<file path="src/rtl/yenc_pkg.sv">
`timescale 1ns / 1ps
// Package for the yEnc line encoder: character codes, the queue entry type,
// the back end step type and the CRC-32 byte update. No dependencies.
package yenc_pkg;

  localparam logic [7:0] LineLimitReset = 8'd128;
  localparam logic [7:0] EncOffset      = 8'd42;
  localparam logic [7:0] EscOffset      = 8'd64;
  localparam logic [7:0] CountMax       = 8'd255;

  localparam logic [7:0] ChrNul = 8'h00;
  localparam logic [7:0] ChrTab = 8'h09;
  localparam logic [7:0] ChrLf  = 8'h0A;
  localparam logic [7:0] ChrCr  = 8'h0D;
  localparam logic [7:0] ChrEsc = 8'h1B;
  localparam logic [7:0] ChrDot = 8'h2E;
  localparam logic [7:0] ChrEq  = 8'h3D;

  localparam logic [31:0] CrcPoly = 32'hEDB88320;

  localparam int unsigned FifoDepthDefault = 4;

  typedef struct packed {
    logic        lf;
    logic        esc;
    logic [7:0]  data;
    logic [31:0] crc;
  } entry_t;

  typedef enum logic [1:0] {
    STEP_NEW,
    STEP_ESC,
    STEP_DATA
  } step_e;

  function automatic logic [31:0] crc_byte(input logic [31:0] crc, input logic [7:0] b);
    logic [31:0] c;
    c = ~crc ^ {24'd0, b};
    for (int i = 0; i < 8; i++) begin
      c = c[0] ? ((c >> 1) ^ CrcPoly) : (c >> 1);
    end
    return ~c;
  endfunction

endpackage

</file>
<file path="src/rtl/yenc_in_if.sv">
`timescale 1ns / 1ps
// Input channel of the yEnc line encoder: one raw byte per request.
// No dependencies.
interface yenc_in_if;
  logic       valid;
  logic       ready;
  logic [7:0] data_byte;
  logic       end_of_data;

  modport source(output valid, output data_byte, output end_of_data, input ready);
  modport sink(input valid, input data_byte, input end_of_data, output ready);
endinterface

</file>
<file path="src/rtl/yenc_out_if.sv">
`timescale 1ns / 1ps
// Output channel of the yEnc line encoder: one encoded byte per request.
// No dependencies.
interface yenc_out_if;
  logic        valid;
  logic        ready;
  logic [7:0]  out_byte;
  logic        run_last;
  logic [31:0] crc_value;

  modport source(output valid, output out_byte, output run_last, output crc_value,
                 input ready);
  modport sink(input valid, input out_byte, input run_last, input crc_value,
               output ready);
endinterface

</file>
<file path="src/rtl/yenc_front.sv">
`timescale 1ns / 1ps
// Front end: accepts raw bytes, updates CRC and line count, classifies bytes.
// Depends on yenc_pkg and yenc_in_if.
module yenc_front (
  input  logic              clk_i,
  input  logic              rst_ni,
  yenc_in_if.sink           in_i,
  input  logic              cfg_we_i,
  input  logic [7:0]        cfg_data_i,
  input  logic              full_i,
  output logic              push_o,
  output yenc_pkg::entry_t  entry_o
);

  logic [7:0]  limit_q, limit_d;
  logic [7:0]  count_q, count_d;
  logic [31:0] crc_q, crc_d;

  logic [7:0]  enc;
  logic [31:0] crc_next;
  logic        lf;
  logic [7:0]  cnt_base;
  logic        esc;
  logic [8:0]  cnt_sum;
  logic [7:0]  cnt_sat;

  assign in_i.ready = !full_i;
  assign push_o     = in_i.valid && !full_i;

  always_comb begin
    enc      = in_i.data_byte + yenc_pkg::EncOffset;
    crc_next = yenc_pkg::crc_byte(crc_q, in_i.data_byte);
    lf       = count_q >= limit_q;
    cnt_base = lf ? 8'd0 : count_q;
    esc      = (enc == yenc_pkg::ChrNul) || (enc == yenc_pkg::ChrTab) ||
               (enc == yenc_pkg::ChrLf) || (enc == yenc_pkg::ChrCr) ||
               (enc == yenc_pkg::ChrEq) || (enc == yenc_pkg::ChrEsc) ||
               ((enc == yenc_pkg::ChrDot) && (cnt_base == 8'd0));
    cnt_sum  = {1'b0, cnt_base} + (esc ? 9'd2 : 9'd1);
    cnt_sat  = cnt_sum[8] ? yenc_pkg::CountMax : cnt_sum[7:0];
  end

  always_comb begin
    entry_o.lf   = lf;
    entry_o.esc  = esc;
    entry_o.data = esc ? (enc + yenc_pkg::EscOffset) : enc;
    entry_o.crc  = crc_next;
  end

  always_comb begin
    limit_d = cfg_we_i ? cfg_data_i : limit_q;
    count_d = count_q;
    crc_d   = crc_q;
    if (push_o) begin
      count_d = in_i.end_of_data ? 8'd0 : cnt_sat;
      crc_d   = in_i.end_of_data ? 32'd0 : crc_next;
    end
  end

  always_ff @(posedge clk_i or negedge rst_ni) begin
    if (!rst_ni) begin
      limit_q <= yenc_pkg::LineLimitReset;
      count_q <= 8'd0;
      crc_q   <= 32'd0;
    end else begin
      limit_q <= limit_d;
      count_q <= count_d;
      crc_q   <= crc_d;
    end
  end

endmodule

</file>
<file path="src/rtl/yenc_fifo.sv">
`timescale 1ns / 1ps
// Short queue of classified bytes between the front and back ends.
// Depends on yenc_pkg.
module yenc_fifo #(
  parameter int unsigned Depth = yenc_pkg::FifoDepthDefault
) (
  input  logic              clk_i,
  input  logic              rst_ni,
  input  logic              push_i,
  input  yenc_pkg::entry_t  entry_i,
  input  logic              pop_i,
  output yenc_pkg::entry_t  head_o,
  output logic              full_o,
  output logic              empty_o
);

  localparam int unsigned PtrW = (Depth > 1) ? $clog2(Depth) : 1;
  localparam int unsigned CntW = $clog2(Depth + 1);

  yenc_pkg::entry_t mem_q [Depth];
  logic [PtrW-1:0]  wr_ptr_q, wr_ptr_d;
  logic [PtrW-1:0]  rd_ptr_q, rd_ptr_d;
  logic [CntW-1:0]  cnt_q, cnt_d;

  assign full_o  = cnt_q == CntW'(Depth);
  assign empty_o = cnt_q == '0;
  assign head_o  = mem_q[rd_ptr_q];

  always_comb begin
    wr_ptr_d = wr_ptr_q;
    rd_ptr_d = rd_ptr_q;
    cnt_d    = cnt_q;
    if (push_i) begin
      wr_ptr_d = (wr_ptr_q == PtrW'(Depth - 1)) ? '0 : wr_ptr_q + 1'b1;
    end
    if (pop_i) begin
      rd_ptr_d = (rd_ptr_q == PtrW'(Depth - 1)) ? '0 : rd_ptr_q + 1'b1;
    end
    if (push_i && !pop_i) begin
      cnt_d = cnt_q + 1'b1;
    end else if (pop_i && !push_i) begin
      cnt_d = cnt_q - 1'b1;
    end
  end

  always_ff @(posedge clk_i) begin
    if (push_i) begin
      mem_q[wr_ptr_q] <= entry_i;
    end
  end

  always_ff @(posedge clk_i or negedge rst_ni) begin
    if (!rst_ni) begin
      wr_ptr_q <= '0;
      rd_ptr_q <= '0;
      cnt_q    <= '0;
    end else begin
      wr_ptr_q <= wr_ptr_d;
      rd_ptr_q <= rd_ptr_d;
      cnt_q    <= cnt_d;
    end
  end

endmodule

</file>
<file path="src/rtl/yenc_back.sv">
`timescale 1ns / 1ps
// Back end: expands each queued entry into LF, escape and data bytes.
// Depends on yenc_pkg and yenc_out_if.
module yenc_back (
  input  logic              clk_i,
  input  logic              rst_ni,
  input  logic              empty_i,
  input  yenc_pkg::entry_t  head_i,
  output logic              pop_o,
  yenc_out_if.source        out_o
);

  yenc_pkg::step_e step_q, step_d;
  yenc_pkg::step_e cur;

  logic        valid_q, valid_d;
  logic [7:0]  byte_q, byte_d;
  logic        last_q, last_d;
  logic [31:0] crc_q, crc_d;
  logic        fire;

  assign fire  = (!valid_q || out_o.ready) && !empty_i;
  assign pop_o = fire && (cur == yenc_pkg::STEP_DATA);

  always_comb begin
    cur = step_q;
    if (step_q == yenc_pkg::STEP_NEW) begin
      if (head_i.lf) begin
        cur = yenc_pkg::STEP_NEW;
      end else if (head_i.esc) begin
        cur = yenc_pkg::STEP_ESC;
      end else begin
        cur = yenc_pkg::STEP_DATA;
      end
    end
  end

  // Next step within the current entry.
  always_comb begin
    step_d = step_q;
    if (fire) begin
      unique case (cur)
        yenc_pkg::STEP_NEW:  step_d = head_i.esc ? yenc_pkg::STEP_ESC : yenc_pkg::STEP_DATA;
        yenc_pkg::STEP_ESC:  step_d = yenc_pkg::STEP_DATA;
        yenc_pkg::STEP_DATA: step_d = yenc_pkg::STEP_NEW;
        default:             step_d = yenc_pkg::STEP_NEW;
      endcase
    end
  end

  // Output register; a NEW step here means the inserted line feed.
  always_comb begin
    valid_d = out_o.ready ? 1'b0 : valid_q;
    byte_d  = byte_q;
    last_d  = last_q;
    crc_d   = crc_q;
    if (fire) begin
      valid_d = 1'b1;
      crc_d   = head_i.crc;
      unique case (cur)
        yenc_pkg::STEP_NEW: begin
          byte_d = yenc_pkg::ChrLf;
          last_d = 1'b0;
        end
        yenc_pkg::STEP_ESC: begin
          byte_d = yenc_pkg::ChrEq;
          last_d = 1'b0;
        end
        yenc_pkg::STEP_DATA: begin
          byte_d = head_i.data;
          last_d = 1'b1;
        end
        default: begin
          byte_d = head_i.data;
          last_d = 1'b1;
        end
      endcase
    end
  end

  assign out_o.valid     = valid_q;
  assign out_o.out_byte  = byte_q;
  assign out_o.run_last  = last_q;
  assign out_o.crc_value = crc_q;

  always_ff @(posedge clk_i) begin
    byte_q <= byte_d;
    last_q <= last_d;
    crc_q  <= crc_d;
  end

  always_ff @(posedge clk_i or negedge rst_ni) begin
    if (!rst_ni) begin
      step_q  <= yenc_pkg::STEP_NEW;
      valid_q <= 1'b0;
    end else begin
      step_q  <= step_d;
      valid_q <= valid_d;
    end
  end

endmodule

</file>
<file path="src/rtl/yenc_line_encoder_crc_core.sv">
`timescale 1ns / 1ps
// yEnc line encoder with running CRC-32, top level.
// Depends on yenc_pkg, yenc_in_if, yenc_out_if, yenc_front, yenc_fifo, yenc_back.
//
// The block takes one raw byte per cycle while the queue has room and emits
// one encoded byte per cycle while the output is ready; an input byte produces
// one to three output bytes (line feed, escape, data), so input is accepted
// every cycle as long as the queue between the front and back ends has room,
// and the output byte rate of the back end is the limit. The user must see that
// the line limit is written through cfg_we_i and cfg_data_i only while the block
// is idle; the block does not enforce this. The line limit resets to 128.
module yenc_line_encoder_crc_core #(
  parameter int unsigned FifoDepth = yenc_pkg::FifoDepthDefault
) (
  input  logic        clk_i,
  input  logic        rst_ni,
  yenc_in_if.sink     in_i,
  yenc_out_if.source  out_o,
  input  logic        cfg_we_i,
  input  logic [7:0]  cfg_data_i
);

  yenc_pkg::entry_t push_entry;
  yenc_pkg::entry_t head;
  logic             push;
  logic             pop;
  logic             full;
  logic             empty;

  yenc_front u_front (
    .clk_i      (clk_i),
    .rst_ni     (rst_ni),
    .in_i       (in_i),
    .cfg_we_i   (cfg_we_i),
    .cfg_data_i (cfg_data_i),
    .full_i     (full),
    .push_o     (push),
    .entry_o    (push_entry)
  );

  yenc_fifo #(
    .Depth (FifoDepth)
  ) u_fifo (
    .clk_i   (clk_i),
    .rst_ni  (rst_ni),
    .push_i  (push),
    .entry_i (push_entry),
    .pop_i   (pop),
    .head_o  (head),
    .full_o  (full),
    .empty_o (empty)
  );

  yenc_back u_back (
    .clk_i   (clk_i),
    .rst_ni  (rst_ni),
    .empty_i (empty),
    .head_i  (head),
    .pop_o   (pop),
    .out_o   (out_o)
  );

endmodule

</file>
<file path="src/flat_wrapper.sv">
// flat-port wrapper written by rule: the top's interface ports become plain ports
module yenc_line_encoder_crc_core_flat 
#(
  parameter int unsigned FifoDepth = yenc_pkg::FifoDepthDefault
)
  (clk_i, rst_ni, cfg_we_i, cfg_data_i, in_i_valid, in_i_data_byte, in_i_end_of_data, in_i_ready, out_o_valid, out_o_out_byte, out_o_run_last, out_o_crc_value, out_o_ready);
  yenc_in_if in_i_i ();
  yenc_out_if out_o_i ();
  input  logic clk_i;
  input  logic rst_ni;
  input  logic cfg_we_i;
  input  logic [7:0] cfg_data_i;
  input wire logic [$bits(in_i_i.valid)-1:0] in_i_valid;
  input wire logic [$bits(in_i_i.data_byte)-1:0] in_i_data_byte;
  input wire logic [$bits(in_i_i.end_of_data)-1:0] in_i_end_of_data;
  output wire logic [$bits(in_i_i.ready)-1:0] in_i_ready;
  output wire logic [$bits(out_o_i.valid)-1:0] out_o_valid;
  output wire logic [$bits(out_o_i.out_byte)-1:0] out_o_out_byte;
  output wire logic [$bits(out_o_i.run_last)-1:0] out_o_run_last;
  output wire logic [$bits(out_o_i.crc_value)-1:0] out_o_crc_value;
  input wire logic [$bits(out_o_i.ready)-1:0] out_o_ready;
  assign in_i_i.valid = in_i_valid;
  assign in_i_i.data_byte = in_i_data_byte;
  assign in_i_i.end_of_data = in_i_end_of_data;
  assign in_i_ready = in_i_i.ready;
  assign out_o_valid = out_o_i.valid;
  assign out_o_out_byte = out_o_i.out_byte;
  assign out_o_run_last = out_o_i.run_last;
  assign out_o_crc_value = out_o_i.crc_value;
  assign out_o_i.ready = out_o_ready;
  yenc_line_encoder_crc_core #(.FifoDepth(FifoDepth)) u_core (.clk_i(clk_i), .rst_ni(rst_ni), .in_i(in_i_i), .out_o(out_o_i), .cfg_we_i(cfg_we_i), .cfg_data_i(cfg_data_i));
endmodule
</file>
<file path="config.mk">
export PLATFORM = sky130hd
export DESIGN_NAME = yenc_line_encoder_crc_core_flat
export DESIGN_NICKNAME = d
export VERILOG_FILES = /design/src/rtl/yenc_pkg.sv /design/src/rtl/yenc_in_if.sv /design/src/rtl/yenc_out_if.sv /design/src/rtl/yenc_front.sv /design/src/rtl/yenc_fifo.sv /design/src/rtl/yenc_back.sv /design/src/rtl/yenc_line_encoder_crc_core.sv /design/src/flat_wrapper.sv
export SDC_FILE = /design/constraint.sdc
export NUM_CORES = 1
export LEC_CHECK = 0
export ABC_AREA = 1
export BUFFER_PORTS_ARGS = -buffer_cell sky130_fd_sc_hd__buf_2
export CAP_MARGIN = 10
export CORE_MARGIN = 2
export CORE_UTILIZATION = 50
export CTS_BUF_LIST = sky130_fd_sc_hd__clkbuf_16
export DETAILED_ROUTE_END_ITERATION = 6
export PLACE_DENSITY = 0.67
export SLEW_MARGIN = 20
export SYNTH_ARGS = -nofsm -noshare
export SYNTH_HDL_FRONTEND = slang
export SYNTH_HIERARCHICAL = 1
export SYNTH_SLANG_ARGS = --single-unit
export TNS_END_PERCENT = 30
</file>
<file path="constraint.sdc">
create_clock -name clk_i -period 3.3 [get_ports clk_i]
set_input_delay 0.165 -clock clk_i [delete_from_list [all_inputs] [get_ports clk_i]]
set_output_delay 0.165 -clock clk_i [all_outputs]
set_load 0.02 [all_outputs]
</file>
==> results.json <==
{
  "avgSynthCellArea_um2": 11.4,
  "start_util": 0.508,
  "vias": 7559,
  "hold_class": "in2reg",
  "seqPwrFrac": 0.411,
  "cpMostUsedCell": "inv_1",
  "swShare": 0.379,
  "grt_max_degree": 91,
  "crit_path_end_kind": "flop",
  "cp.required_ns": 3.70,
  "startpoint_type": "flop",
  "rows": 57,
  "routed_wl_um": 23300,
  "grt-ovfl-total": 0,
  "p_comb_frac": 0.389,
  "die_x_um": 161,
  "slew-limit-headroom": 0.403,
  "drv_cap": 0,
  "ir_drop_mv": 0.522,
  "rsz0062_at_grt": "true",
  "core_area_um2": 24200,
  "die_h_um": 161,
  "fin_crit_ns": 3.08,
  "crit_fanout": 8,
  "ys_seq_elements": 267,
  "finalCritPeriodShare": 0.934,
  "synth_cells": 1081,
  "yosysWarnings": 6,
  "intPower_mw": 9.41,
  "hold_violations": 0,
  "clkSinkCount": 267,
  "status": "finished, final reports clean",
  "dp.final_hpwl_um": 14900,
  "clk_path_buf_depth": 3,
  "hold_ws_ns": 0.0287,
  "final_area_um2": 14100,
  "antenna_found_initial": 1,
  "place.port_buffers": 64,
  "cpPeakStageDelay_ns": 0.52,
  "ios": 65,
  "cellPowerDensity_nw_per_um2": 1080,
  "final_max_slew_viol_count": 0,
  "worstMarginPinSlew_ns": 0.896,
  "vias_per_cell": 4.95,
  "synth.area.top_cells": "edfxtp_1, dfrtp_1, nand2_1",
  "r2r_slack_ns": 0.22,
  "dr.pass1.iters": 5,
  "arrival_ns": 3.49,
  "syn_to_final_growth_pct": 14.6,
  "grt_usage": 0.187,
  "placed_area_um2": 12900,
  "cts_tree": "built",
  "fin_util": 0.582,
  "p_sw_mw": 5.75,
  "slowest_stage": "dfstp_2",
  "root_buffer": "clkbuf_16",
  "cts.htree.levels": 1,
  "drive_gt1_frac": 0.192,
  "ys_seq_area_frac": 0.630,
  "clock_latency_ns": 0.55,
  "syn_area_um2": 12300,
  "first_global_vias": 7589,
  "nets": 1225,
  "leakagePower_nw": 6.06,
  "routedWlPerCell_um": 15.3,
  "fillers": 1998,
  "path_class": "reg2reg",
  "synth_top_area_frac": 0.511,
  "cts_buffers": 27,
  "finClkSkew_ns": 0.0355,
  "pwr-share-clk": 0.200,
  "drtIter0Drc": 478,
  "p_total_mw": 15.2,
  "grt_pass1_wl_um": 38600,
  "fmax_mhz": 325,
  "syn_nets": 1123,
  "finalSetupViolCount": 0,
  "drc": 0,
  "ys_types": 43,
  "dieArea_um2": 25800,
  "path_cells": "inv_1, ha_1, nand2_1, a21oi_2, nor2_4, nand3_1, inv_1, nor2_1, nand3b_1, nand2_1, inv_1, ha_1, fa_2, nand2_2, nor2_2, nand3_2, inv_1, o21ai_0, nand2_1",
  "clkSlewWorstSetupHoldPaths_ns": 0.06,
  "synth_top_area_cell": "edfxtp_1",
  "ant_nets": 0,
  "gp_congestion": 0.882
}
==> cell families (layout without fill, tap and decap cells) <==
logic type,after synthesis,count (layout),synth area share
simple gates,348,348,0.118
buf+inv,225,347,0.0795
xor+xnor,74,74,0.0623
other cells,0,1,0
compound gates,146,146,0.0875
flops,267,267,0.630
mux,1,1,0.000917
fa+ha+maj,20,20,0.0216
==> cell usage in the layout, fill, tap and decap left out, types with 8 or more instances in the layout <==
cell           count
nor2_1            19
clkinv_2           8
clkbuf_16         27
buf_2             64
buf_4             23
nand2_1          265
o22ai_1            9
o21ai_0           29
xnor2_1           17
dfrtp_1           56
nand2_2           14
o21ai_1           13
xor2_1            46
edfxtp_1         209
dlygate4sd3_1     22
clkinv_1          12
inv_1            144
ha_1              18
nand3_1           23
o211ai_1          67
inv_2             38
o211ai_2          18
==> power by group through the flow <==
stage                     Clock [mW]  Combinational [mW]  Sequential (mW)
final                           3.03                5.90             6.22
after global routing            3.24                6.63             6.34
after CTS                       3.11                5.97             6.23
after detailed placement           0                5.93             6.29
after global placement             0                5.79             6.26
after floorplan                    0                4.03             6.59
==> flip-flops by register name (all words and copies together), names as in the netlist <==
name / flops
u_core/u_back/step_q: 2
u_core/u_front/crc_q: 32
u_core/u_fifo/mem_q: 168
u_core/u_front/limit_q: 8
u_core/u_back/out_o.out_byte: 8
u_core/u_fifo/cnt_q: 3
u_core/u_back/out_o.crc_value: 32
u_core/u_fifo/rd_ptr_q: 2
u_core/u_back/out_o.valid: 1
u_core/u_fifo/wr_ptr_q: 2
u_core/u_back/out_o.run_last: 1
u_core/u_front/count_q: 8
==> path summary, 6_finish.rpt <==
path | cells past startpoint | from | to
max | 19 | u_core/u_front/limit_q[7] | u_core/u_front/count_q[2]
min | 2 | cfg_we_i | u_core/u_front/limit_q[6]
max reg2reg | 19 | u_core/u_front/limit_q[7] | u_core/u_front/count_q[2]
min reg2reg | 2 | u_core/u_back/out_o.valid | u_core/u_back/out_o.valid
max in group asynchronous | 3 | rst_ni | u_core/u_front/crc_q[9]
min in group asynchronous | 2 | rst_ni | u_core/u_front/crc_q[26]
==> critical path, delay by kind of cell (launching register included) <==
kind / cells / cell delay (ns)
and+or+nand+nor: 10 / 0.99
adders and majority gates: 3 / 0.86
AOI/OAI and AO/OA: 2 / 0.31
DFF: 1 / 0.52
buffers and inverters: 4 / 0.26
==> area by class of cell <==
class | count | area, µm² | area share
tap | 324 | 405 | 0.0288
clock buffer | 27 | 676 | 0.0480
sequential | 267 | 7730 | 0.549
inverter | 188 | 711 | 0.0505
antenna | 1 | 2.50 | 0.000178
multi-input combinational | 589 | 3600 | 0.256
clock inverter | 22 | 208 | 0.0148
timing repair buffer | 110 | 733 | 0.0521
==> stage by stage <==
stage	setup slack [ns]	cells	TNS [ns]
after floorplan	0.231	1081	0
final	0.219	1528	0
after global routing	-0.0412	1527	-0.0534
after CTS	0.0605	1525	0
after global placement	0.0970	1454	0
after detailed placement	-0.0264	1454	-0.0478
==> cells in the mapped netlist (all sizes together) <==
cell type and count:
nand2 284, edfxtp 209, inv 184, o211ai 85, dfrtp 57, xor2 52
o21ai 42, buf 30, nand3 26, nor2 23, xnor2 22, ha 18
o22ai 9, clkbuf 7, nand4 6, a21oi 5, clkinv 4, nor3 4
a22o 3, fa 2, nand3b 2, or2 2, a21o 1, and2 1
dfstp 1, mux2 1, o41ai 1
==> per-layer routing <==
metal	track usage	part of all wire	up-vias	wire length, µm
met4	0.0532	0.022	0	509
met5	0	0	-	0
met2	0.322	0.48	159	11200
met1	0.248	0.45	3584	10600
met3	0.0310	0.044	34	1020
li1	-	-	3782	-
==> what timing repair did <==
item,in CTS,in global routing
hold endpoints to repair,43,0
buffers inserted,0,2
endpoints found under the setup margin,2,8
gates resized for setup,1,11
cloned,0,0
hold buffers,22,0
pin swaps,0,2
(Power assumes the default switching activity.)
